--- src/rtl/asp_pkg.sv ---
// Package for the escape sequence stripper: parse phase type, byte codes
// and the per-byte phase decode. No dependencies.
`default_nettype none

package asp_pkg;

   // Byte codes that steer the parser
   localparam logic [7:0] CH_ESC   = 8'h1B;
   localparam logic [7:0] CH_BEL   = 8'h07;
   localparam logic [7:0] CH_BSL   = 8'h5C;
   localparam logic [7:0] CH_CSI   = 8'h5B;
   localparam logic [7:0] CH_OSC   = 8'h5D;
   localparam logic [7:0] CH_DCS   = 8'h50;
   localparam logic [7:0] CH_APC   = 8'h5F;
   localparam logic [7:0] CH_HASH  = 8'h23;
   localparam logic [7:0] CH_LPAR  = 8'h28;
   localparam logic [7:0] CH_RPAR  = 8'h29;
   localparam logic [7:0] PAR_LO   = 8'h30;
   localparam logic [7:0] PAR_HI   = 8'h3F;
   localparam logic [7:0] INT_LO   = 8'h20;
   localparam logic [7:0] INT_HI   = 8'h2F;
   localparam logic [7:0] FIN_LO   = 8'h40;
   localparam logic [7:0] FIN_HI   = 8'h7E;

   // Parse phase, one-hot
   typedef enum logic [8:0] {
      PH_GROUND   = 9'b0_0000_0001,
      PH_ESC      = 9'b0_0000_0010,
      PH_CSI_PAR  = 9'b0_0000_0100,
      PH_CSI_INT  = 9'b0_0000_1000,
      PH_ONE_MORE = 9'b0_0001_0000,
      PH_OSC      = 9'b0_0010_0000,
      PH_OSC_ESC  = 9'b0_0100_0000,
      PH_STR      = 9'b0_1000_0000,
      PH_STR_ESC  = 9'b1_0000_0000
   } phase_type;

   typedef struct packed {
      logic      keep;
      phase_type next;
   } decode_type;

   // Byte inside a string sequence; bel_ends selects OSC behaviour
   function automatic phase_type string_next(input logic [7:0] b, input logic bel_ends);
      phase_type nxt;
      if (bel_ends && b == CH_BEL) begin
         nxt = PH_GROUND;
      end else if (b == CH_ESC) begin
         nxt = bel_ends ? PH_OSC_ESC : PH_STR_ESC;
      end else begin
         nxt = bel_ends ? PH_OSC : PH_STR;
      end
      return nxt;
   endfunction

   // Judge one byte in the given phase
   function automatic decode_type decode(input phase_type ph, input logic [7:0] b);
      decode_type d;
      logic       is_par;
      logic       is_int;
      logic       is_fin;
      is_par = (b inside {[PAR_LO:PAR_HI]});
      is_int = (b inside {[INT_LO:INT_HI]});
      is_fin = (b inside {[FIN_LO:FIN_HI]});
      d.keep = 1'b0;
      d.next = PH_GROUND;
      case (ph)
         PH_ESC: begin
            if (b == CH_CSI) begin
               d.next = PH_CSI_PAR;
            end else if (b == CH_OSC) begin
               d.next = PH_OSC;
            end else if (b == CH_DCS || b == CH_APC) begin
               d.next = PH_STR;
            end else if (b inside {CH_HASH, CH_LPAR, CH_RPAR}) begin
               d.next = PH_ONE_MORE;
            end else begin
               d.next = PH_GROUND;
            end
         end
         PH_CSI_PAR, PH_CSI_INT: begin
            if (is_par && ph == PH_CSI_PAR) begin
               d.next = PH_CSI_PAR;
            end else if (is_int) begin
               d.next = PH_CSI_INT;
            end else if (is_fin) begin
               d.next = PH_GROUND;
            end else begin
               // sequence broken: byte counts as ground text
               d.keep = (b != CH_ESC);
               d.next = (b == CH_ESC) ? PH_ESC : PH_GROUND;
            end
         end
         PH_ONE_MORE: d.next = PH_GROUND;
         PH_OSC:      d.next = string_next(b, 1'b1);
         PH_OSC_ESC:  d.next = (b == CH_BSL) ? PH_GROUND : string_next(b, 1'b1);
         PH_STR:      d.next = string_next(b, 1'b0);
         PH_STR_ESC:  d.next = (b == CH_BSL) ? PH_GROUND : string_next(b, 1'b0);
         default: begin
            d.keep = (b != CH_ESC);
            d.next = (b == CH_ESC) ? PH_ESC : PH_GROUND;
         end
      endcase
      return d;
   endfunction

endpackage

`default_nettype wire

--- src/rtl/ansi_escape_stripper.sv ---
// Escape sequence stripper top level: phase register and result register.
// Depends on asp_pkg for the phase type and the byte decode.
//
//   channel  | direction | handshake            | payload
//   req_     | in        | req_valid/req_stall  | req_in_byte[7:0], req_in_last
//   rsp_     | out       | rsp_valid/rsp_stall  | rsp_keep, rsp_out_byte[7:0], rsp_out_last
//
// One byte per clock while the result is not stalled; the result appears in the cycle after the beat is taken.
// Loops: the phase register feeding the one-level byte decode, and the result valid held while stalled.
// Reset clears the phase to ground and empties the result register.
// A stalled result holds; req_stall rises only while the result register is
// full and stalled, so a new beat enters in the cycle the old one leaves.
`default_nettype none

module ansi_escape_stripper
   import asp_pkg::*;
(
   input  wire logic       clock,
   input  wire logic       reset,
   input  wire logic       req_valid,
   output logic            req_stall,
   input  wire logic [7:0] req_in_byte,
   input  wire logic       req_in_last,
   output logic            rsp_valid,
   input  wire logic       rsp_stall,
   output logic            rsp_keep,
   output logic [7:0]      rsp_out_byte,
   output logic            rsp_out_last
);

   phase_type  phase_ff, phase_in;
   logic       rsp_valid_ff, rsp_valid_in;
   logic       keep_ff;
   logic [7:0] byte_ff;
   logic       last_ff;
   logic       req_take;
   decode_type dec;

   // Stall input only while a result waits and is itself stalled
   assign req_stall = rsp_valid_ff && rsp_stall;
   assign req_take  = req_valid && !req_stall;

   // Decode the incoming byte in the current phase
   always_comb begin
      dec = decode(phase_ff, req_in_byte);
      phase_in = phase_ff;
      if (req_take) begin
         phase_in = req_in_last ? PH_GROUND : dec.next;
      end
      rsp_valid_in = req_take || (rsp_valid_ff && rsp_stall);
   end

   // Control state
   always_ff @(posedge clock) begin
      if (reset) begin
         phase_ff     <= PH_GROUND;
         rsp_valid_ff <= 1'b0;
      end else begin
         phase_ff     <= phase_in;
         rsp_valid_ff <= rsp_valid_in;
      end
   end

   // Result payload: load on each taken beat
   always_ff @(posedge clock) begin
      if (req_take) begin
         keep_ff <= dec.keep;
         byte_ff <= req_in_byte;
         last_ff <= req_in_last;
      end
   end

   assign rsp_valid    = rsp_valid_ff;
   assign rsp_keep     = keep_ff;
   assign rsp_out_byte = byte_ff;
   assign rsp_out_last = last_ff;

   // The last byte of a text leaves the parser in ground
   a_last_to_ground: assert property (@(posedge clock) disable iff (reset)
      req_take && req_in_last |=> phase_ff == PH_GROUND)
      else $error("phase not ground after last byte");

   // A taken beat always shows as a result next cycle
   a_take_gives_rsp: assert property (@(posedge clock) disable iff (reset)
      req_take |=> rsp_valid)
      else $error("taken beat produced no result");

   // ESC in ground is dropped and opens a sequence
   a_esc_dropped: assert property (@(posedge clock) disable iff (reset)
      req_take && !req_in_last && phase_ff == PH_GROUND && req_in_byte == CH_ESC
      |=> !rsp_keep && phase_ff == PH_ESC)
      else $error("ESC in ground mishandled");

   // Bytes inside a string are never kept
   a_string_dropped: assert property (@(posedge clock) disable iff (reset)
      req_take && (phase_ff == PH_OSC || phase_ff == PH_STR) |=> !rsp_keep)
      else $error("string byte kept");

endmodule

`default_nettype wire
--- config.mk ---
export PLATFORM = sky130hd
export DESIGN_NAME = ansi_escape_stripper
export DESIGN_NICKNAME = d
export VERILOG_FILES = /design/src/rtl/asp_pkg.sv /design/src/rtl/ansi_escape_stripper.sv
export SDC_FILE = /design/constraint.sdc
export NUM_CORES = 1
export LEC_CHECK = 0
export BUFFER_PORTS_ARGS = -buffer_cell sky130_fd_sc_hd__buf_2
export CORE_MARGIN = 3
export CORE_UTILIZATION = 45
export DETAILED_ROUTE_END_ITERATION = 8
export PLACE_DENSITY = 0.75
export SYNTH_ARGS = -nofsm -noshare
export SYNTH_HDL_FRONTEND = slang
export SYNTH_SLANG_ARGS = --single-unit
export TNS_END_PERCENT = 1
--- constraint.sdc ---
create_clock -name clock -period 2.5 [get_ports clock]
set_input_delay 0.25 -clock clock [delete_from_list [all_inputs] [get_ports clock]]
set_output_delay 0.25 -clock clock [all_outputs]
set_load 0.005 [all_outputs]
==> results of run 1 <==
==> flip-flops by register name, indices dropped and copies added, names as in the netlist <==
register      flops
rsp_out_last      1
rsp_valid         1
rsp_keep          1
rsp_out_byte      8
phase_ff          9
==> worst paths after layout <==
| check | startpoint | to | cells after the start |
|---|---|---|---|
| worst max-delay path | phase_ff[8] | phase_ff[3] | 5 |
| worst min-delay path | req_in_last | rsp_out_last | 1 |
| worst max register to register | phase_ff[8] | phase_ff[3] | 5 |
| worst min register to register | phase_ff[4] | phase_ff[4] | 2 |
==> cell usage after synthesis, drive strengths merged (2+ instances only) <==
cell type / count
nor4: 4
o41ai: 3
xor2: 2
or4: 2
nand4: 4
and3: 2
nor2b: 2
nand3: 3
o211a: 2
nor2: 13
nor3: 6
a21oi: 6
or3: 2
and2: 2
nand4b: 2
o21ai: 7
o211ai: 2
dfxtp: 10
edfxtp: 10
inv: 3
nand2: 12
and3b: 3
a32o: 3
nor4bb: 2
==> critical path, delay by kind of cell (launching register included) <==
kind,cells,cell delay (ns)
flip-flops,1,0.39
AO/OA/AOI/OAI,2,0.67
AND/OR/NAND/NOR,3,1.02
==> kinds of logic after synthesis <==
logic type	count (synthesis)
compound gates	32
xor+xnor	3
buf+inv	5
flops	20
simple gates	68
==> cell usage in the layout, fill, tap and decap left out, drive strengths merged, types with 3 or more instances in the layout <==
| cell | n |
|---|---|
| buf | 24 |
| nor2 | 13 |
| nand2 | 12 |
| dfxtp | 10 |
| edfxtp | 10 |
| o21ai | 7 |
| nor3 | 6 |
| a21oi | 6 |
| nor4 | 4 |
| nand4 | 4 |
| clkbuf | 4 |
| inv | 3 |
| nand3 | 3 |
| o41ai | 3 |
| a32o | 3 |
| and3b | 3 |
==> power breakdown <==
group | internal, mW | switching, mW | leakage, nW
combinational | 0.0244 | 0.0376 | 0.336
clock | 0.0622 | 0.103 | 0.0150
sequential | 0.355 | 0.00246 | 0.175
total | 0.442 | 0.143 | 0.526
==> final cells by class <==
type / instances / area (µm²) / area share
Clock buffer: 4 / 26.28 / 0.01948
Sequential cell: 20 / 500.5 / 0.3711
Multi-Input combinational cell: 103 / 655.6 / 0.4861
Tap cell: 28 / 35.03 / 0.02597
Inverter: 3 / 11.26 / 0.008349
Timing Repair Buffer: 24 / 120.1 / 0.08905
==> per-stage QoR <==
step | hold WS, ns | setup slack [ns] | utilization | cells
4_1_cts | 0.1532 | 0.3630 | 0.5765 | 182
3_5_place_dp | 0.4716 | 0.3926 | 0.5652 | 178
3_3_place_gp | 0.4694 | 0.4532 | 0.5652 | 178
6_report | 0.1615 | 0.3138 | 0.5765 | 182
2_1_floorplan | 0.3191 | 0.5147 | - | 128
5_1_grt | 0.1350 | 0.1238 | 0.5765 | 182
==> layer usage <==
layer	wire length [µm]	track usage	vias to the layer above
li1	-	-	560
met1	1316	0.2374	526
met2	1349	0.3100	57
met3	212	0.03620	7
met4	76	0.1060	0
met5	0	0	-
==> results.md, run 1 <==
- Ant. Diodes: 0
- Final TNS setup: 0 ns
- Max cap viols: 0
- Final setup viols: 0
- Initial core utilization: 0.5037
- CP Capture Type: flip-flop
- Number of synthesized register bits: 20
- Ys Warns: 0
- Worst-path clk slew: 0.12 ns
- Post-synth EDFFs: 10
- Unrepaired setup endpoints after global routing: no
- Placed inst area: 0.001323 mm²
- Crit path cell chain: or4_1 > nor3_1 > a211o_1 > nor2_1 > o41ai_1
- Ys flop type: edfxtp_1
- Least-Margin Pin Slew: approximately 0.63 ns
- GR Overflow Total: 0
- VDD IR max: 0.3173 mV
- Hpwl dp: 2236 µm
- WL final: 2955 µm
- PD cells: 433.9 mW/mm²
- Antenna violations before repair: 0
- Leakage: 0.5260 nW
- Post-Synth Simple-Gate Area: 0.3397
- Core box area: 0.002340 mm²
- Layout Area Growth over Synthesis: 14.44%
- Clock Skew: 0.009091 ns
- First-pass iteration count of the detailed router: 4
- Status: complete, no violations
- Critical path data arrival time: approximately 2.4 ns
- Post-synthesis cell count: between 100 and 150
- Fmax: between 0.4 and 0.5 GHz
- Vert. Die Dim: 57.18 µm
- Hold/Removal Path Class: in2reg
- Synthesized net count: 141
- Vias: 1150
- Top Ports: 25
- Num CTS Buffers: 3
- Fill cells: 227
- Port Buf Inserts: 24
- Slew Viols, Final: 0
- Die width: 57.18 µm
- Final ANT Viol Nets: 0
- Cts repair resizes: 0
- Vias in the first global route: 1115
- Post-synthesis sequential area ratio: 0.4246
- Slew margin rel.: 0.5763
- Mapped Avg Cell Area: 9.208 µm²
- Worst Setup Start Kind: flip-flop
- Largest family of logic cells by synthesized area: simple AND/OR/NAND/NOR gates
- Post-CTS Hold Fix Bufs: 0
- Nets: 168
- CTS tree: done
- Fin crit period: 2.186 ns
- Post-CTS setup buffer count: 0
- GPL Wtd Cong: a little over 0.9
- CTS sink count: 20
- Synth Area in Compound Gates: 0.1943
- CP Class: reg2reg
- CP max stage delay: 0.54 ns
- Root Buffer: clkbuf_4
- Largest net degree at the start of global routing: 12
- FP Rows: 17
- Post-Synth Adder-Cell Area: 0
- Synth unique cells: roughly 50
- DRC viols: 0
- Synthesized area: 0.001179 mm²
- Max FO, Critical Path: 7
- Clk buf depth: 2
- Dominant cells by area after synthesis: edfxtp_1 25%, dfxtp_1 17%, nor2_1 4.1%
- GRT Overall Usage: 0.1910
- First-pass GRT wire length: 4912 µm
- Reg2reg setup slack: 0.31 ns
- Hold Vio Cnt, Final: 0
- Worst EP required: roughly 2.7 ns
- Yosys top cell area share: 0.2548
- DR WL/cell: 16.24 µm
- Starting DRT DRC Count: 41
- Ys async rst share: 0
- Mux contribution to synthesized area: 0
- Area leader, netlist: edfxtp_1
- Pwr Total: 585.2 µW
- Clk_lat worst skew: 0.31 ns
- CP max-delay cell: or4_1
- Design area: 0.001349 mm²
- Drt via density: 6.319
- Full die area: 0.003269 mm²
- Layout cell share with drive strength beyond 1: 0.2338
- H-Tree Depth: 1
- Post-Synth XOR/XNOR Area: 0.02229
- Final critical-path share of the clock period: 0.8745
(Power assumes the default switching activity.)
==> run 2: changes to the inputs <==
==> constraint.sdc (replaced) <==
create_clock -name clock -period 2.1 [get_ports clock]
set_input_delay 0.21 -clock clock [delete_from_list [all_inputs] [get_ports clock]]
set_output_delay 0.21 -clock clock [all_outputs]
set_load 0.005 [all_outputs]
==> run 2 against run 1 <==
Cell area is 4.7% higher. Register-to-register slack got worse by 0.30 ns. Non-clock buffer count rose by 7. Critical endpoint is now phase_ff[5]. Die area stayed put. Fmax grew 5.0%. Largest cell class unchanged. Worst hold slack worse by 0.049 ns.
==> results.md, run 2 (synthesis results as in run 1) <==
- Status: complete, no violations
- PD cells: 496.7 mW/mm²
- Worst EP required: approximately 2.4 ns
- DR WL/cell: 16.33 µm
- Most frequent cells in the layout: 24 x buf_2, 13 x nor2_1, 12 x nand2_1
- Biggest register: phase_ff
- Post-CTS Hold Fix Bufs: 0
- Slew margin rel.: 0.6616
- First-pass GRT wire length: roughly 4800 µm
- H-Tree Depth: 1
- Post-layout util: 0.6037
- Hold Vio Cnt, Final: 0
- Die width: between 50 and 60 µm
- Full die area: 0.003269 mm²
- Clk_lat worst skew: approximately 0.31 ns
- Final setup viols: 0
- Final setup margin: 0.01720 ns
- Core box area: 0.002340 mm²
- Drt via density: 6.397
- Pre-CTS setup slack: 0.09332 ns
- GRT Overall Usage: 0.1823
- Placed Cells: 185
- Slew Viols, Final: 0
- Hold/Removal Path Class: in2reg
- Layout Area Growth over Synthesis: 19.85%
- Vert. Die Dim: 57.18 µm
- Largest net degree at the start of global routing: 12
- Antenna violations before repair: 0
- Design area: 0.001413 mm²
- Vias in the first global route: around 1100
- Final critical-path share of the clock period: 0.9918
- Pwr Total: approximately 700 µW
- Clk buf depth: 2
- GPL Wtd Cong: 0.9780
- Port Buf Inserts: 24
- WL final: 3087 µm
- DRC viols: 0
- VDD IR max: 0.3481 mV
- Fmax: 0.4801 GHz
- Hold slack final: 0.1122 ns
- CTS sink count: 20
- Leakage: approximately 0.57 nW
- Nets: around 180
- Ant. Diodes: 0
- Cts repair resizes: 0
- Final ANT Viol Nets: 0
- Worst-path clk slew: 0.12 ns
- Root Buffer: clkbuf_4
- Top Ports: 25
- Hpwl dp: 2263 µm
- Most common cell after layout, fill and taps aside: buf_2
- Worst Setup Start Kind: flip-flop
- Layout cell share with drive strength beyond 1: 0.2857
- Post-CTS setup buffer count: 0
- Max cap viols: 0
- Num CTS Buffers: 3
- Max reg flops: 9
- Least-Margin Pin Slew: 0.5057 ns
- Final TNS setup: 0 ns
- Finished Layout Cells: 189
- First-pass iteration count of the detailed router: 4
- GR Overflow Total: 0
- CP Capture Type: flip-flop
- Clock Skew: 0.006716 ns
- Starting DRT DRC Count: 37
- Fin crit period: 2.083 ns
- FP Rows: 17
- Fill cells: 215
- Vias: about 1200
- Critical path data arrival time: 2.34 ns
- Placed inst area: 0.001375 mm²
- Initial core utilization: 0.5037
- CTS tree: done
- CP Class: reg2reg
- Max FO, Critical Path: 3
[run 2: final cells by class]
class	count	area [µm²]	share of cell area
multi-input cells	103	665.6	0.4712
flip-flops and latches	20	501.7	0.3552
repair buffers	31	172.7	0.1222
well taps	28	35.03	0.02480
clock buffers	4	26.28	0.01860
inverters	3	11.26	0.007972
[run 2: metal layers]
layer  up-vias  track usage  routed length, µm
met5         -            0                  0
met4         0      0.06623                 61
met3         9      0.02941                195
met2        58       0.2936               1504
met1       571       0.2462               1326
li1        571            -                  -
[run 2: final timing paths]
kind | start | end | slack [ns] | depth (start not counted)
worst max-delay path | phase_ff[7] | phase_ff[5] | 0.02 | 5
worst min-delay path | req_valid | rsp_valid | 0.11 | 3
worst max register to register | phase_ff[7] | phase_ff[5] | 0.02 | 5
worst min register to register | phase_ff[0] | phase_ff[0] | 0.53 | 1
[run 2: worst max-delay path, cell delays in order (launching register included)]
cell and delay (ns):
dfxtp_1 0.33, or4_1 0.54, or3_4 0.35, or4_1 0.51, o21ai_1 0.11, a32o_1 0.19
[run 2: power by group]
group	leakage, nW	switching (mW)	internal, mW
logic	0.377	0.0455	0.0297
clock network	0.0150	0.127	0.0741
registers	0.174	0.00297	0.423
==> run 3: changes to the inputs <==
--- a/config.mk
+++ b/config.mk
@@ -5,11 +5,12 @@
 export SDC_FILE = /design/constraint.sdc
 export NUM_CORES = 1
 export LEC_CHECK = 0
+export ABC_AREA = 1
 export BUFFER_PORTS_ARGS = -buffer_cell sky130_fd_sc_hd__buf_2
 export CORE_MARGIN = 3
 export CORE_UTILIZATION = 45
 export DETAILED_ROUTE_END_ITERATION = 8
-export PLACE_DENSITY = 0.75
+export PLACE_DENSITY = 0.74
 export SYNTH_ARGS = -nofsm -noshare
 export SYNTH_HDL_FRONTEND = slang
 export SYNTH_SLANG_ARGS = --single-unit
==> run 3 against run 2 <==
Critical endpoint is now phase_ff[0]. Worst setup slack better by 0.67 ns. Sequential power hardly changed. Critical path depth is 5 higher. Core utilization is 5.2 points lower. Non-clock buffer count is 6 lower. Via count is 6.2% higher. Flip-flop and latch count stayed put.
==> results.md, run 3 <==
- PD cells: 547.7 mW/mm²
- Unrepaired setup endpoints after global routing: no
- Number of synthesized register bits: 20
- Initial core utilization: 0.4800
- Worst R2R Start: phase_ff[8]
- Post-Synth Adder-Cell Area: 0
- DRC viols: 0
- Post-synthesis cell count: 194
- Post-synth EDFFs: 10
- Clk buf depth: 2
- Ys flop type: edfxtp_1
- Worst-path clk slew: 0.13 ns
- Post-synthesis sequential area ratio: 0.3749
- Final critical-path share of the clock period: 0.6741
- Most frequent cell after synthesis: nand2_1
- Net switching power: roughly 190 µW
- CP Capture Type: flip-flop
- Hpwl dp: ~2300 µm
- CP Class: reg2reg
- Final ANT Viol Nets: 0
- Synthesized area: ~0.0013 mm²
- Reg2reg setup slack: 0.68 ns
- Final TNS setup: 0 ns
- CTS sink count: 20
- Worst Setup SP: phase_ff[8]
- First-pass GRT wire length: 4719 µm
- Ys Warns: 0
- Worst EP required: about 2.3 ns
- Post-CTS Hold Fix Bufs: 0
- Nets: between 200 and 250
- Mux contribution to synthesized area: 0
- Clock Skew: 0.004770 ns
- Num CTS Buffers: 3
- Core box area: 0.002781 mm²
- Post-synth top cells: 52 x nand2_1, 30 x nor2_1, 18 x nand3_1
- GPL Wtd Cong: 0.9665
- Starting DRT DRC Count: 74
- Post-CTS setup buffer count: 0
- Synthesized net count: around 210
- Placed inst area: 0.001481 mm²
- GR Overflow Total: 0
- Max cap viols: 0
- Port Buf Inserts: 24
- Most frequent cells in the layout: 52 x nand2_1, 30 x nor2_1, 24 x buf_2
- H-Tree Depth: 1
- WL final: 2890 µm
- Die width: 60.47 µm
- Vias in the first global route: 1082
- Switch share: 0.2291
- Leakage: between 0.6 and 0.7 nW
- Final setup viols: 0
- R2R cell count: 10
- Critical R2R Capture: phase_ff[0]
- Dominant cells by area after synthesis: edfxtp_1 22%, dfxtp_1 15%, nand2_1 15%
- Post-Synth Simple-Gate Area: 0.4677
- Slew margin rel.: 0.7704
- Fmax: 0.7064 GHz
- Status: complete, no violations
- Antenna violations before repair: 0
- Clk network pwr share: 0.386
- VDD IR max: 0.3858 mV
- First-pass iteration count of the detailed router: 6
- Worst Setup Start Kind: flip-flop
- Largest family of logic cells by synthesized area: simple AND/OR/NAND/NOR gates
- Synth Area in Compound Gates: 0.06467
- Ant. Diodes: 0
- Synth unique cells: 27
- Design area: 0.001534 mm²
- Area leader, netlist: edfxtp_1
- Sequential share of power: 0.510
- Cts repair resizes: 0
- Layout Area Growth over Synthesis: 14.90%
- Max reg flops: 9
- Post-Synth XOR/XNOR Area: 0
- Vias: between 1000 and 1500
- Hold/Removal Path Class: in2reg
- Mapped Avg Cell Area: around 6.9 µm²
- Biggest register: phase_ff
- CP endpoint: phase_ff[0]
- Hold Vio Cnt, Final: 0
- CTS tree: done
- Fin crit period: 1.416 ns
- Vert. Die Dim: between 60 and 70 µm
- Full die area: between 0.003 and 0.004 mm²
- Ys async rst share: 0
- Critical path data arrival time: between 1.5 and 2 ns
- Top Ports: 25
- Root Buffer: clkbuf_4
- Most common cell after layout, fill and taps aside: nand2_1
- DR WL/cell: 11.51 µm
- GRT Overall Usage: 0.1703
- Max FO, Critical Path: 9
- Cell Int Power: 647.7 µW
- Slew Viols, Final: 0
- Least-Margin Pin Slew: between 0.3 and 0.4 ns
- Yosys top cell area share: 0.2249
- Clk_lat worst skew: 0.31 ns
- Layout cell share with drive strength beyond 1: 0.2682
- Comb pwr share: 0.105
- FP Rows: 19
- Largest net degree at the start of global routing: 14
- Drt via density: 5.116
[run 3: cell types whose count changed in the layout (fill, tap and decap cells not counted), sizes merged, moves of 6 or more]
| cell | delta |
|---|---|
| nor2 | +27 |
| nand3 | +18 |
| nand2 | +45 |
| buf | -6 |
| inv | +23 |
[run 3: cell families (layout without fill, tap and decap cells)]
logic type,count (synthesis),after routing
buffers and inverters,30,56
flip-flops,20,20
AND/OR/NAND/NOR,128,128
AO/OA/AOI/OAI,16,16
[run 3: metal layers]
layer | GRT usage | share of wire
met1 | 0.2536 | 0.48
met2 | 0.2593 | 0.41
met3 | 0.01915 | 0.095
met4 | 0.05263 | 0.015
met5 | 0 | 0
[run 3: per-stage QoR]
stage	setup WS [ns]	utilization	instances	hold WS (ns)	power [mW]
3_5_place_dp	0.6422	0.5326	247	0.4317	0.5250
2_1_floorplan	0.7482	-	194	0.3089	0.4853
5_1_grt	0.5142	0.5515	251	0.09861	0.8720
6_report	0.6843	0.5515	251	0.1104	0.8402
4_1_cts	0.6891	0.5515	251	0.1054	0.8485
3_3_place_gp	0.6173	0.5326	247	0.4197	0.5241
[run 3: worst min-delay path by stage]
stage / start / to / slack [ns] / depth (start not counted)
2_1_floorplan: req_in_byte[0] / rsp_out_byte[0] / 0.31 / 0
3_5_place_dp: req_in_byte[3] / rsp_out_byte[3] / 0.43 / 1
4_1_cts: req_in_byte[3] / rsp_out_byte[3] / 0.11 / 1
5_1_grt: req_in_byte[6] / rsp_out_byte[6] / 0.1 / 1
3_3_place_gp: req_in_byte[7] / rsp_out_byte[7] / 0.42 / 1
6_report: req_in_byte[3] / rsp_out_byte[3] / 0.11 / 1
[run 3: power by group through the flow]
| stage | Sequential, mW | Clock (mW) | Combinational [mW] |
|---|---|---|---|
| 5_1_grt | 0.430 | 0.343 | 0.0987 |
| 3_3_place_gp | 0.437 | 0 | 0.0874 |
| 4_1_cts | 0.428 | 0.332 | 0.0881 |
| 6_report | 0.428 | 0.324 | 0.0878 |
| 2_1_floorplan | 0.439 | 0 | 0.0462 |
| 3_5_place_dp | 0.437 | 0 | 0.0880 |
[run 3: final cells by class]
class,count,area (µm²)
timing repair buffer,25,127.6
inverter,27,103.9
tap,31,38.79
clock buffer,3,22.52
sequential,20,500.5
multi-input combinational,144,710.7
clock inverter,1,30.03
fill,275,1247
[run 3: critical path, stage by stage (launching register included)]
cell and delay (ns):
dfxtp_1 0.43, inv_2 0.12, nand2_1 0.10, nor3_4 0.25, nor2_2 0.08, nand3_1 0.10
nand2_1 0.05, inv_1 0.04, nand2_1 0.05, nand2_1 0.06, nand2_1 0.04
